$ cat config.mk
export PLATFORM = sky130hd
export DESIGN_NAME = radio_command_frame_builder_top
export DESIGN_NICKNAME = d
export VERILOG_FILES = /design/src/hw/rtl/rcfb_pkg.sv /design/src/hw/rtl/rcfb_frame.sv /design/src/hw/rtl/rcfb_serial.sv /design/src/hw/rtl/radio_command_frame_builder_top.sv
export VERILOG_INCLUDE_DIRS = /design/src /design/src/hw/rtl
export SDC_FILE = /design/constraint.sdc
export NUM_CORES = 1
export LEC_CHECK = 0
export ABC_CLOCK_PERIOD_IN_PS = 15170
export BUFFER_PORTS_ARGS = -buffer_cell sky130_fd_sc_hd__buf_2
export CELL_PAD_IN_SITES_DETAIL_PLACEMENT = 0
export CELL_PAD_IN_SITES_GLOBAL_PLACEMENT = 1
export CORE_ASPECT_RATIO = 0.75
export CORE_UTILIZATION = 53
export DETAILED_ROUTE_END_ITERATION = 12
export GPL_TIMING_DRIVEN = 0
export PLACE_DENSITY_LB_ADDON = 0.15
export SYNTH_ARGS = -nofsm -noshare
export SYNTH_HDL_FRONTEND = slang
export SYNTH_SLANG_ARGS = --single-unit
export TNS_END_PERCENT = 30
$ cat constraint.sdc
create_clock -name clk -period 15.17 [get_ports clk]
set_input_delay 0.7585 -clock clk [delete_from_list [all_inputs] [get_ports clk]]
set_output_delay 0.7585 -clock clk [all_outputs]
set_load 0.05 [all_outputs]
$ cat src/hw/rtl/radio_command_frame_builder_top_assert.svh
// Assertion macros used by the frame builder serializer.
`ifndef RADIO_COMMAND_FRAME_BUILDER_TOP_ASSERT_SVH
`define RADIO_COMMAND_FRAME_BUILDER_TOP_ASSERT_SVH

// Same-cycle implication, sampled on clk and disabled during rst.
`define RCFB_ASSERT_NOW(label, ante, cons, msg) \
  label: assert property (@(posedge clk) disable iff (rst) (ante) |-> (cons)) \
    else $error(msg);

// Next-cycle implication, sampled on clk and disabled during rst.
`define RCFB_ASSERT_NEXT(label, ante, cons, msg) \
  label: assert property (@(posedge clk) disable iff (rst) (ante) |=> (cons)) \
    else $error(msg);

`endif

$ cat src/hw/rtl/rcfb_pkg.sv
// Types and constants shared by the radio command frame builder.
`default_nettype none

package rcfb_pkg;

  localparam int unsigned ByteW   = 8;
  localparam int unsigned JobLen  = 8;
  localparam int unsigned IdxW    = $clog2(JobLen);
  localparam int unsigned CfgIdxW = 1;

  // Input action codes.
  localparam logic ACT_START   = 1'b0;
  localparam logic ACT_PAYLOAD = 1'b1;

  // Configuration register indexes.
  localparam logic [CfgIdxW-1:0] REG_SYNC_FIRST  = 1'b0;
  localparam logic [CfgIdxW-1:0] REG_SYNC_SECOND = 1'b1;

  localparam logic [ByteW-1:0] SYNC_FIRST_RST  = 8'h48;
  localparam logic [ByteW-1:0] SYNC_SECOND_RST = 8'h65;

  // All output bytes caused by one input beat.
  typedef struct packed {
    logic [IdxW-1:0]              last_idx;
    logic [JobLen-1:0][ByteW-1:0] data;
    logic                         end_flag;
    logic                         err_flag;
  } job_t;

endpackage

`default_nettype wire

$ cat src/hw/rtl/rcfb_frame.sv
// Frame tracking state, sync registers and per-beat output job construction.
`default_nettype none

module rcfb_frame (
  input  wire logic                           clk,
  input  wire logic                           rst,
  input  wire logic                           cfg_write,
  input  wire logic [rcfb_pkg::CfgIdxW-1:0]   cfg_index,
  input  wire logic [rcfb_pkg::ByteW-1:0]     cfg_data,
  input  wire logic                           accept,
  input  wire logic                           action,
  input  wire logic [rcfb_pkg::ByteW-1:0]     cmd_class,
  input  wire logic [rcfb_pkg::ByteW-1:0]     command_code,
  input  wire logic [rcfb_pkg::ByteW-1:0]     payload_length,
  input  wire logic [rcfb_pkg::ByteW-1:0]     payload_byte,
  output rcfb_pkg::job_t                      job
);
  import rcfb_pkg::*;

  logic [ByteW-1:0] sync_first;
  logic [ByteW-1:0] sync_second;
  logic [ByteW-1:0] bytes_remaining, bytes_remaining_next;
  logic [ByteW-1:0] sum_first, sum_first_next;
  logic [ByteW-1:0] sum_second, sum_second_next;
  logic [ByteW-1:0] hdr_a;
  logic [ByteW-1:0] hdr_b;
  logic [ByteW-1:0] run_a;
  logic [ByteW-1:0] run_b;

  // Header sums over type, code, zero and length in closed form.
  assign hdr_a = cmd_class + command_code + payload_length;
  assign hdr_b = {cmd_class[ByteW-3:0], 2'b00} + {command_code[ByteW-2:0], 1'b0}
               + command_code + payload_length;
  assign run_a = sum_first + payload_byte;
  assign run_b = sum_second + run_a;

  always_comb begin
    job                  = '0;
    bytes_remaining_next = bytes_remaining;
    sum_first_next       = sum_first;
    sum_second_next      = sum_second;
    if (action == ACT_START) begin
      if (bytes_remaining != '0) begin
        job.end_flag = 1'b1;
        job.err_flag = 1'b1;
      end else begin
        job.last_idx = IdxW'(JobLen - 1);
        job.data[0]  = sync_first;
        job.data[1]  = sync_second;
        job.data[2]  = cmd_class;
        job.data[3]  = command_code;
        job.data[4]  = '0;
        job.data[5]  = payload_length;
        job.data[6]  = hdr_a;
        job.data[7]  = hdr_b;
        job.end_flag = (payload_length == '0);
        bytes_remaining_next = payload_length;
        sum_first_next       = '0;
        sum_second_next      = '0;
      end
    end else begin
      if (bytes_remaining == '0) begin
        job.end_flag = 1'b1;
        job.err_flag = 1'b1;
      end else begin
        job.data[0]          = payload_byte;
        bytes_remaining_next = bytes_remaining - ByteW'(1);
        if (bytes_remaining == ByteW'(1)) begin
          // Last payload byte: append both payload sums and close the frame.
          job.last_idx    = IdxW'(2);
          job.data[1]     = run_a;
          job.data[2]     = run_b;
          job.end_flag    = 1'b1;
          sum_first_next  = '0;
          sum_second_next = '0;
        end else begin
          sum_first_next  = run_a;
          sum_second_next = run_b;
        end
      end
    end
  end

  always_ff @(posedge clk) begin
    if (rst) begin
      sync_first      <= SYNC_FIRST_RST;
      sync_second     <= SYNC_SECOND_RST;
      bytes_remaining <= '0;
      sum_first       <= '0;
      sum_second      <= '0;
    end else begin
      if (cfg_write) begin
        unique case (cfg_index)
          REG_SYNC_FIRST:  sync_first  <= cfg_data;
          REG_SYNC_SECOND: sync_second <= cfg_data;
          default: ;
        endcase
      end
      if (accept) begin
        bytes_remaining <= bytes_remaining_next;
        sum_first       <= sum_first_next;
        sum_second      <= sum_second_next;
      end
    end
  end

endmodule

`default_nettype wire

$ cat src/hw/rtl/rcfb_serial.sv
// Two-slot job buffer and byte serializer driving the output channel.
`default_nettype none

module rcfb_serial (
  input  wire logic                       clk,
  input  wire logic                       rst,
  input  wire logic                       in_valid,
  output logic                            in_ready,
  input  wire rcfb_pkg::job_t             job,
  output logic                            out_valid,
  input  wire logic                       out_ready,
  output logic [rcfb_pkg::ByteW-1:0]      out_byte,
  output logic                            frame_end,
  output logic                            sequence_error
);
  import rcfb_pkg::*;

  job_t            pending;
  logic            pending_valid;
  job_t            active;
  logic            active_valid;
  logic [IdxW-1:0] idx;
  logic            on_last;
  logic            active_done;
  logic            load_active;
  logic            accept;

  assign on_last     = (idx == active.last_idx);
  assign active_done = active_valid && out_ready && on_last;
  assign load_active = pending_valid && (!active_valid || active_done);
  // The pending slot frees in the same cycle it hands its job over.
  assign in_ready    = !pending_valid || load_active;
  assign accept      = in_valid && in_ready;

  always_ff @(posedge clk) begin
    if (accept) begin
      pending <= job;
    end
    if (load_active) begin
      active <= pending;
    end
  end

  always_ff @(posedge clk) begin
    if (rst) begin
      pending_valid <= 1'b0;
      active_valid  <= 1'b0;
      idx           <= '0;
    end else begin
      if (accept) begin
        pending_valid <= 1'b1;
      end else if (load_active) begin
        pending_valid <= 1'b0;
      end
      if (load_active) begin
        active_valid <= 1'b1;
        idx          <= '0;
      end else if (active_done) begin
        active_valid <= 1'b0;
      end else if (active_valid && out_ready) begin
        idx <= idx + IdxW'(1);
      end
    end
  end

  assign out_valid      = active_valid;
  assign out_byte       = active.data[idx];
  assign frame_end      = on_last && active.end_flag;
  assign sequence_error = active.err_flag;

`include "radio_command_frame_builder_top_assert.svh"

  `RCFB_ASSERT_NOW(a_idx_in_job, active_valid, idx <= active.last_idx, "byte index past job end")
  `RCFB_ASSERT_NEXT(a_pending_moves, pending_valid && !active_valid, active_valid,
                    "pending job not moved into idle serializer")
  `RCFB_ASSERT_NEXT(a_stall_holds_idx, active_valid && !out_ready, $stable(idx),
                    "byte index moved while output stalled")
  `RCFB_ASSERT_NOW(a_err_ends, out_valid && sequence_error, frame_end && idx == '0,
                   "error beat is not a single closing beat")

endmodule

`default_nettype wire

$ cat src/hw/rtl/radio_command_frame_builder_top.sv
// Radio command frame builder: takes start and payload beats and emits the framed byte stream.
// Each accepted input beat produces its output bytes into a two-slot job buffer: a start beat
// yields eight bytes (two sync bytes, type, code, zero, length and two Fletcher-style header
// sums), a payload beat yields its byte, plus both payload sums after the last one, and an
// out-of-order beat yields a single error beat. The output side moves one byte per cycle while
// out_ready is high, so payload streams run at one beat per cycle and a start beat holds the
// output for all eight of its bytes; input is taken while the previous job drains. frame_end
// marks the last byte of each frame and each error beat; sync bytes are set through the write
// port (index 0 first sync byte, index 1 second) and reset to 0x48 and 0x65.
`default_nettype none

module radio_command_frame_builder_top (
  input  wire logic                           clk,
  input  wire logic                           rst,
  input  wire logic                           cfg_write,
  input  wire logic [rcfb_pkg::CfgIdxW-1:0]   cfg_index,
  input  wire logic [rcfb_pkg::ByteW-1:0]     cfg_data,
  input  wire logic                           in_valid,
  output logic                                in_ready,
  input  wire logic                           action,
  input  wire logic [rcfb_pkg::ByteW-1:0]     cmd_class,
  input  wire logic [rcfb_pkg::ByteW-1:0]     command_code,
  input  wire logic [rcfb_pkg::ByteW-1:0]     payload_length,
  input  wire logic [rcfb_pkg::ByteW-1:0]     payload_byte,
  output logic                                out_valid,
  input  wire logic                           out_ready,
  output logic [rcfb_pkg::ByteW-1:0]          out_byte,
  output logic                                frame_end,
  output logic                                sequence_error
);
  import rcfb_pkg::*;

  job_t job;
  logic accept;

  assign accept = in_valid && in_ready;

  rcfb_frame u_frame (
    .clk            (clk),
    .rst            (rst),
    .cfg_write      (cfg_write),
    .cfg_index      (cfg_index),
    .cfg_data       (cfg_data),
    .accept         (accept),
    .action         (action),
    .cmd_class      (cmd_class),
    .command_code   (command_code),
    .payload_length (payload_length),
    .payload_byte   (payload_byte),
    .job            (job)
  );

  rcfb_serial u_serial (
    .clk            (clk),
    .rst            (rst),
    .in_valid       (in_valid),
    .in_ready       (in_ready),
    .job            (job),
    .out_valid      (out_valid),
    .out_ready      (out_ready),
    .out_byte       (out_byte),
    .frame_end      (frame_end),
    .sequence_error (sequence_error)
  );

endmodule

`default_nettype wire

After elaboration in Yosys (flattened, before gate mapping)
Index checks and enable logic that the tools add are counted.
{"block": "op_classes", "bitwise": 2, "eq_ne": 4, "order_cmp": 1, "mux": 28, "add_sub_neg": 9, "n_reduce_logical": 20}
{"op": "$mux 8", "count": 11}
{"op": "$mux 67", "count": 1}
{"op": "$add 8x8->8", "count": 7}
{"op": "$mux 26", "count": 1}
{"op": "$bmux 8 s3", "count": 1}
{"op": "$mux 24", "count": 1}
{"op": "$logic_not 8->1", "count": 2}
{"op": "$mux 16", "count": 1}
{"op": "$mux 1", "count": 9}
{"op": "$eq 8x1->1 const B", "count": 1}
{"op": "$reduce_bool 8->1", "count": 1}
{"op": "$sub 8x1->8 const B", "count": 1}
{"op": "$mux 3", "count": 2}
{"op": "$reduce_and 2->1", "count": 3}
{"op": "$logic_and 1x1->1", "count": 5}
{"op": "$lt 3x4->1 const B", "count": 1}
{"op": "$ne 2x2->1 const B", "count": 2}
{"op": "$reduce_bool 2->1", "count": 2}
{"op": "$reduce_or 2->1", "count": 2}
{"op": "$add 3x1->3 const B", "count": 1}
{"op": "$eq 3x3->1", "count": 1}
{"op": "$reduce_and 3->1", "count": 1}
{"op": "$logic_not 1->1", "count": 2}
{"op": "$logic_or 1x1->1", "count": 2}
{"op": "other kinds (2)", "count": 3}
{"block": "word_totals", "wordCells": 94, "out_inout_bits": 12, "regBits": 183, "input_bits": 47}

Logic depth before layout (Yosys ltp)
{"block": "depth", "depth_word": 7, "ltp_mapped": 13, "depth_no_buf": 13}

By module
A second synthesis with hierarchy kept.
{"block": "hier_totals", "hier_cells": 653, "area_unflattened_um2": 8650.8}
{"mod": "rcfb_serial", "cells_per_inst": 200, "instances": 1, "seq_area_each_um2": 4244.1, "area_per_inst_um2": 4987.3}
{"mod": "rcfb_frame", "cells_per_inst": 452, "instances": 1, "seq_area_each_um2": 800.8, "area_per_inst_um2": 3657.3}
{"mod": "radio_command_frame_builder_top", "cells_per_inst": 1, "instances": 1, "seq_area_each_um2": 0.0, "area_per_inst_um2": 6.3}

Least setup slack after synthesis
OpenSTA, ideal clock, no wires.
{"block": "synth_timing", "kind": "input to register", "start": "input out_ready", "end": "register u_serial.idx[0]", "path_buffers": 0, "path_stages": 4, "setup_time_ps": 121, "required_time_ps": 15049, "t_arrival_ps": 5987, "slack_ps": 9062, "cell_sequence": "o211ai_2 a21boi_0 or2_2 nor2_1"}
{"block": "synth_between", "elab_chain_cells": 5, "elab_cells_between_ends": 7, "cone_classes": "bitwise (1); reduce/logical (6)"}
{"element": "start, declared", "line_no": "radio_command_frame_builder_top.sv:26", "source": "input wire logic out_ready,"}
{"element": "$logic_and 1x1->1 (2 in a row)", "line_no": "rcfb_serial.sv:29", "source": "assign active_done = active_valid && out_ready && on_last;"}
{"element": "$logic_or 1x1->1", "line_no": "rcfb_serial.sv:30", "source": "assign load_active = pending_valid && (!active_valid || active_done);"}
{"element": "$logic_and 1x1->1", "line_no": "rcfb_serial.sv:30"}
{"element": "via u_serial.load_active", "line_no": "rcfb_serial.sv:25", "source": "logic load_active;"}
{"element": "$reduce_or 2->1 (no line)"}
{"element": "end signal, assigned", "line_no": "rcfb_serial.sv:61", "source": "idx <= idx + IdxW'(1);"}
{"element": "end, declared", "line_no": "rcfb_serial.sv:22", "source": "logic [IdxW-1:0] idx;"}
The timed path passes the listed nets, and every way through them passes these cells.
A chain may end at the register's enable or synchronous reset.

Worst setup path in the final report
{"block": "layout_timing", "start": "input payload_byte[0] (netlist name)", "end": "register u_frame.sum_second[7]"}
{"block": "layout_between", "elab_chain_cells": 5}
{"element": "start, declared", "line_no": "radio_command_frame_builder_top.sv:24", "source": "input wire logic [rcfb_pkg::ByteW-1:0] payload_byte,"}
{"element": "$add 8x8->8", "line_no": "rcfb_frame.sv:34", "source": "assign run_a = sum_first + payload_byte;"}
{"element": "$add 8x8->8", "line_no": "rcfb_frame.sv:35", "source": "assign run_b = sum_second + run_a;"}
{"element": "$mux 8", "line_no": "rcfb_frame.sv:68", "source": "if (bytes_remaining == ByteW'(1)) begin"}
{"element": "$mux 8", "line_no": "rcfb_frame.sv:62", "source": "if (bytes_remaining == '0) begin"}
{"element": "$mux 8", "line_no": "rcfb_frame.sv:42", "source": "if (action == ACT_START) begin"}
{"element": "end signal, assigned", "line_no": "rcfb_frame.sv:102", "source": "sum_second <= sum_second_next;"}
{"element": "end, declared", "line_no": "rcfb_frame.sv:24", "source": "logic [ByteW-1:0] sum_second, sum_second_next;"}
No other way between the ends. The select of a mux whose other input is x is not followed.

==> key figures <==
Outcome
  • Run status: completed

Logic synthesis
  • Synth Area in XOR/XNOR: 0.0297
  • Combinational family with the most area after synthesis: compound AO/OA/AOI/OAI gates
  • Syn avg cell area: 12.3 sq um
  • Adder-Cell Fraction of Synth Area: 0.104
  • Synth Warn #: 0
  • Sequential element share of the synthesized area: 0.568
  • Async S/R FF share, synth: 0
  • Netlist cell types: 56
  • Post-Synth Simple-Gate Area: 0.104
  • Synth area leader: edfxtp_1
  • Net count after synthesis: 746
  • Cell with the most instances after synthesis: edfxtp_1
  • Cells after Synth: 646
  • Compound-gate portion of the synthesized area: 0.125
  • Mux cell area share after synthesis: 0.0353
  • FF+latch count, synth: 165
  • Post-synth top cells: edfxtp_1, a21oi_1, nand2_1, nor2_1, dfxtp_1
  • Top area cells in the synthesized netlist: edfxtp_1, dfxtp_1, fa_1
  • EDFF count, synth: 120
  • Top-area cell type share of the netlist area: 0.454
  • Post-Syn Area: 7930 sq um
  • Main synth FF type: edfxtp_1

Floorplan
  • Initial Util: 0.545
  • Die Y: 108 um
  • Std-Cell Rows: 38
  • Die footprint: 15,500 sq um
  • Core ar.: 14,500 sq um
  • Die W: 143 um
  • IO Pins: 59

Drt
  • Antenna Violating Nets Remaining: 0
  • Via count: 5,363
  • Drc violations: 0
  • Routed wire length: 18,500 um
  • Drt first-iter violations: 441
  • Wire per inst: 19.8 um
  • Pre-antenna DRT Iters: 6
  • DR vias/cell: 5.72

Pwr
  • Tot Pwr: 1.56 mW
  • Pwr Density: 169 nW/um^2
  • Lkg Pwr: 3.55 nW
  • VDD IR-drop max: 105 uV

Worst setup path
  • Crit path DAT: 4420 ps
  • Crit end category: register
  • CP Max Fanout: 5
  • CP top delay family: compound AO/OA/AOI/OAI gates
  • Critical path data required time: 15,520 ps
  • Critical setup path kind: in2reg
  • Startpoint types: input port
  • Highest-delay cell along the critical path: o311ai_1
  • WP buf/inv: 1
  • Crit path cell chain: buf_2 -> ha_1 -> fa_1 -> a21o_1 -> a21oi_1 -> nor2b_1 -> o311ai_1 -> ha_1 -> o21a_1 -> o211ai_1 -> xor2_1 -> or4_1 -> a31oi_1
  • Max incr delay on CP: 720 ps
  • Worst path most repeated cell: ha_1

STA
  • Max Freq: 0.246 GHz
  • # setup viols final: 0
  • Slew @ Worst Pin: 818 ps
  • Final clock skew: 8.07 ps
  • Post-route clock period utilization: 0.268
  • Final Slew Violations: 0
  • Hold Vio Cnt, Final: 0
  • Setup total negative slack: 0 ps
  • RSZ-0062 raised after global routing: no
  • Worst slew margin: 0.446
  • Final critical-path required period: 4070 ps

GRT
  • Initial antenna violation count: 0
  • Largest net degree at the start of global routing: 32
  • First-pass GRT wire length: 28,700 um
  • Vias in the first global route: 5,274
  • Remaining Overflow, GRT: 0
  • GRT Util Overall: 0.260

Min path
  • Tightest Hold Check Type: reg2reg

Finish
  • Ant. Diodes: 0
  • Area added between synthesis and finish: 16.0%
  • Nets: 825
  • Share of cells above drive strength 1: 0.169

Place
  • Gpl congestion: 0.853
  • HPWL after DPL: 14,000 um
  • Port bufs: 56

Clock tree
  • Post-CTS Setup Bufs: 0
  • Worst skew pair latency: 440 ps
  • Post-CTS Hold Fix Bufs: 0
  • Cts bufs inserted: 17
  • H-tree Lvls: 4
  • CTS root buf: clkbuf_16
  • Clk slew on worst S/H paths: 80 ps
  • CTS Sinks: 165
  • Post-CTS Resized: 0
  • CTS tree: yes
  • Clock buffer depth: 2

Job
  • Max-cap violations: 0
## power by group
part	total (mW)	switching, mW	internal (mW)
clock	0.444	0.203	0.241
combinational	0.481	0.305	0.176
sequential	0.632	0.0339	0.598
total	1.56	0.542	1.01
## state kept, by name (all words and copies together) (netlist names)
signal and cells:
u_serial.out_valid 1, u_frame.sum_second 8, u_serial.pending 60, u_serial.pending_valid 1, u_serial.active 59, u_serial.sequence_error 1
u_frame.sum_first 8, u_serial.idx 3, u_frame.sync_second 8, u_frame.sync_first 8, u_frame.bytes_remaining 8
## per-stage QoR
step / instance area, sq um / std cells / worst slack [ps] / hold WS, ps / utilization
after floorplan: 7930 / 646 / 9060 / 400 / -
after global placement: 8460 / 902 / 6860 / 402 / 0.582
after detailed placement: 8570 / 906 / 10670 / 405 / 0.589
after CTS: 9200 / 938 / 11120 / 419 / 0.632
after global routing: 9200 / 938 / 10920 / 424 / 0.632
final: 9200 / 938 / 11100 / 419 / 0.632
## cells in the final DEF (no fill, tap or decap), types with 14 or more instances in the layout
cell type / count
inv_1: 36
xnor2_1: 14
clkbuf_16: 19
clkbuf_1: 18
a21oi_1: 49
buf_2: 62
nand2_1: 49
a22o_1: 21
o21ai_0: 18
nand3_1: 23
edfxtp_1: 120
ha_1: 31
fa_1: 22
dfxtp_1: 45
nor2_1: 47
## final timing paths
check                       start               endpoint  slack [ps]  depth (start not counted)
min reg2reg  u_serial.pending[48]    u_serial.active[48]         420                          0
min          u_serial.pending[48]    u_serial.active[48]         420                          0
max reg2reg  u_frame.sum_first[0]  u_frame.sum_second[7]       11260                         12
max               payload_byte[0]  u_frame.sum_second[7]       11100                         13
## cell families (layout without fill, tap and decap cells)
| kind of cell | Yosys count | after routing |
|---|---|---|
| AND/OR/NAND/NOR | 172 | 172 |
| flip-flops | 165 | 165 |
| AO/OA/AOI/OAI | 147 | 147 |
| buffers and inverters | 66 | 158 |
| adder cells (fa/ha/maj) | 53 | 53 |
| XOR/XNOR | 26 | 26 |
| multiplexers | 17 | 17 |
## layer usage
layer  vias up  wire length, um  global-route usage
li1       2538                -                   -
met5         -                0                   0
met1      2598             8440               0.370
met4         0              284              0.0760
met3        23             1300              0.0607
met2       204             8520               0.402
## cell type report
type | instances | area (sq um)
Buffer | 29 | 131
Inverter | 37 | 139
Tap cell | 200 | 250
Clock inverter | 13 | 149
Fill cell | 1152 | 5350
Multi-Input combinational cell | 415 | 3180
Sequential cell | 165 | 4500
Clock buffer | 19 | 475
Timing Repair Buffer | 60 | 368
No activity file was read; power rests on OpenSTA's default activity.
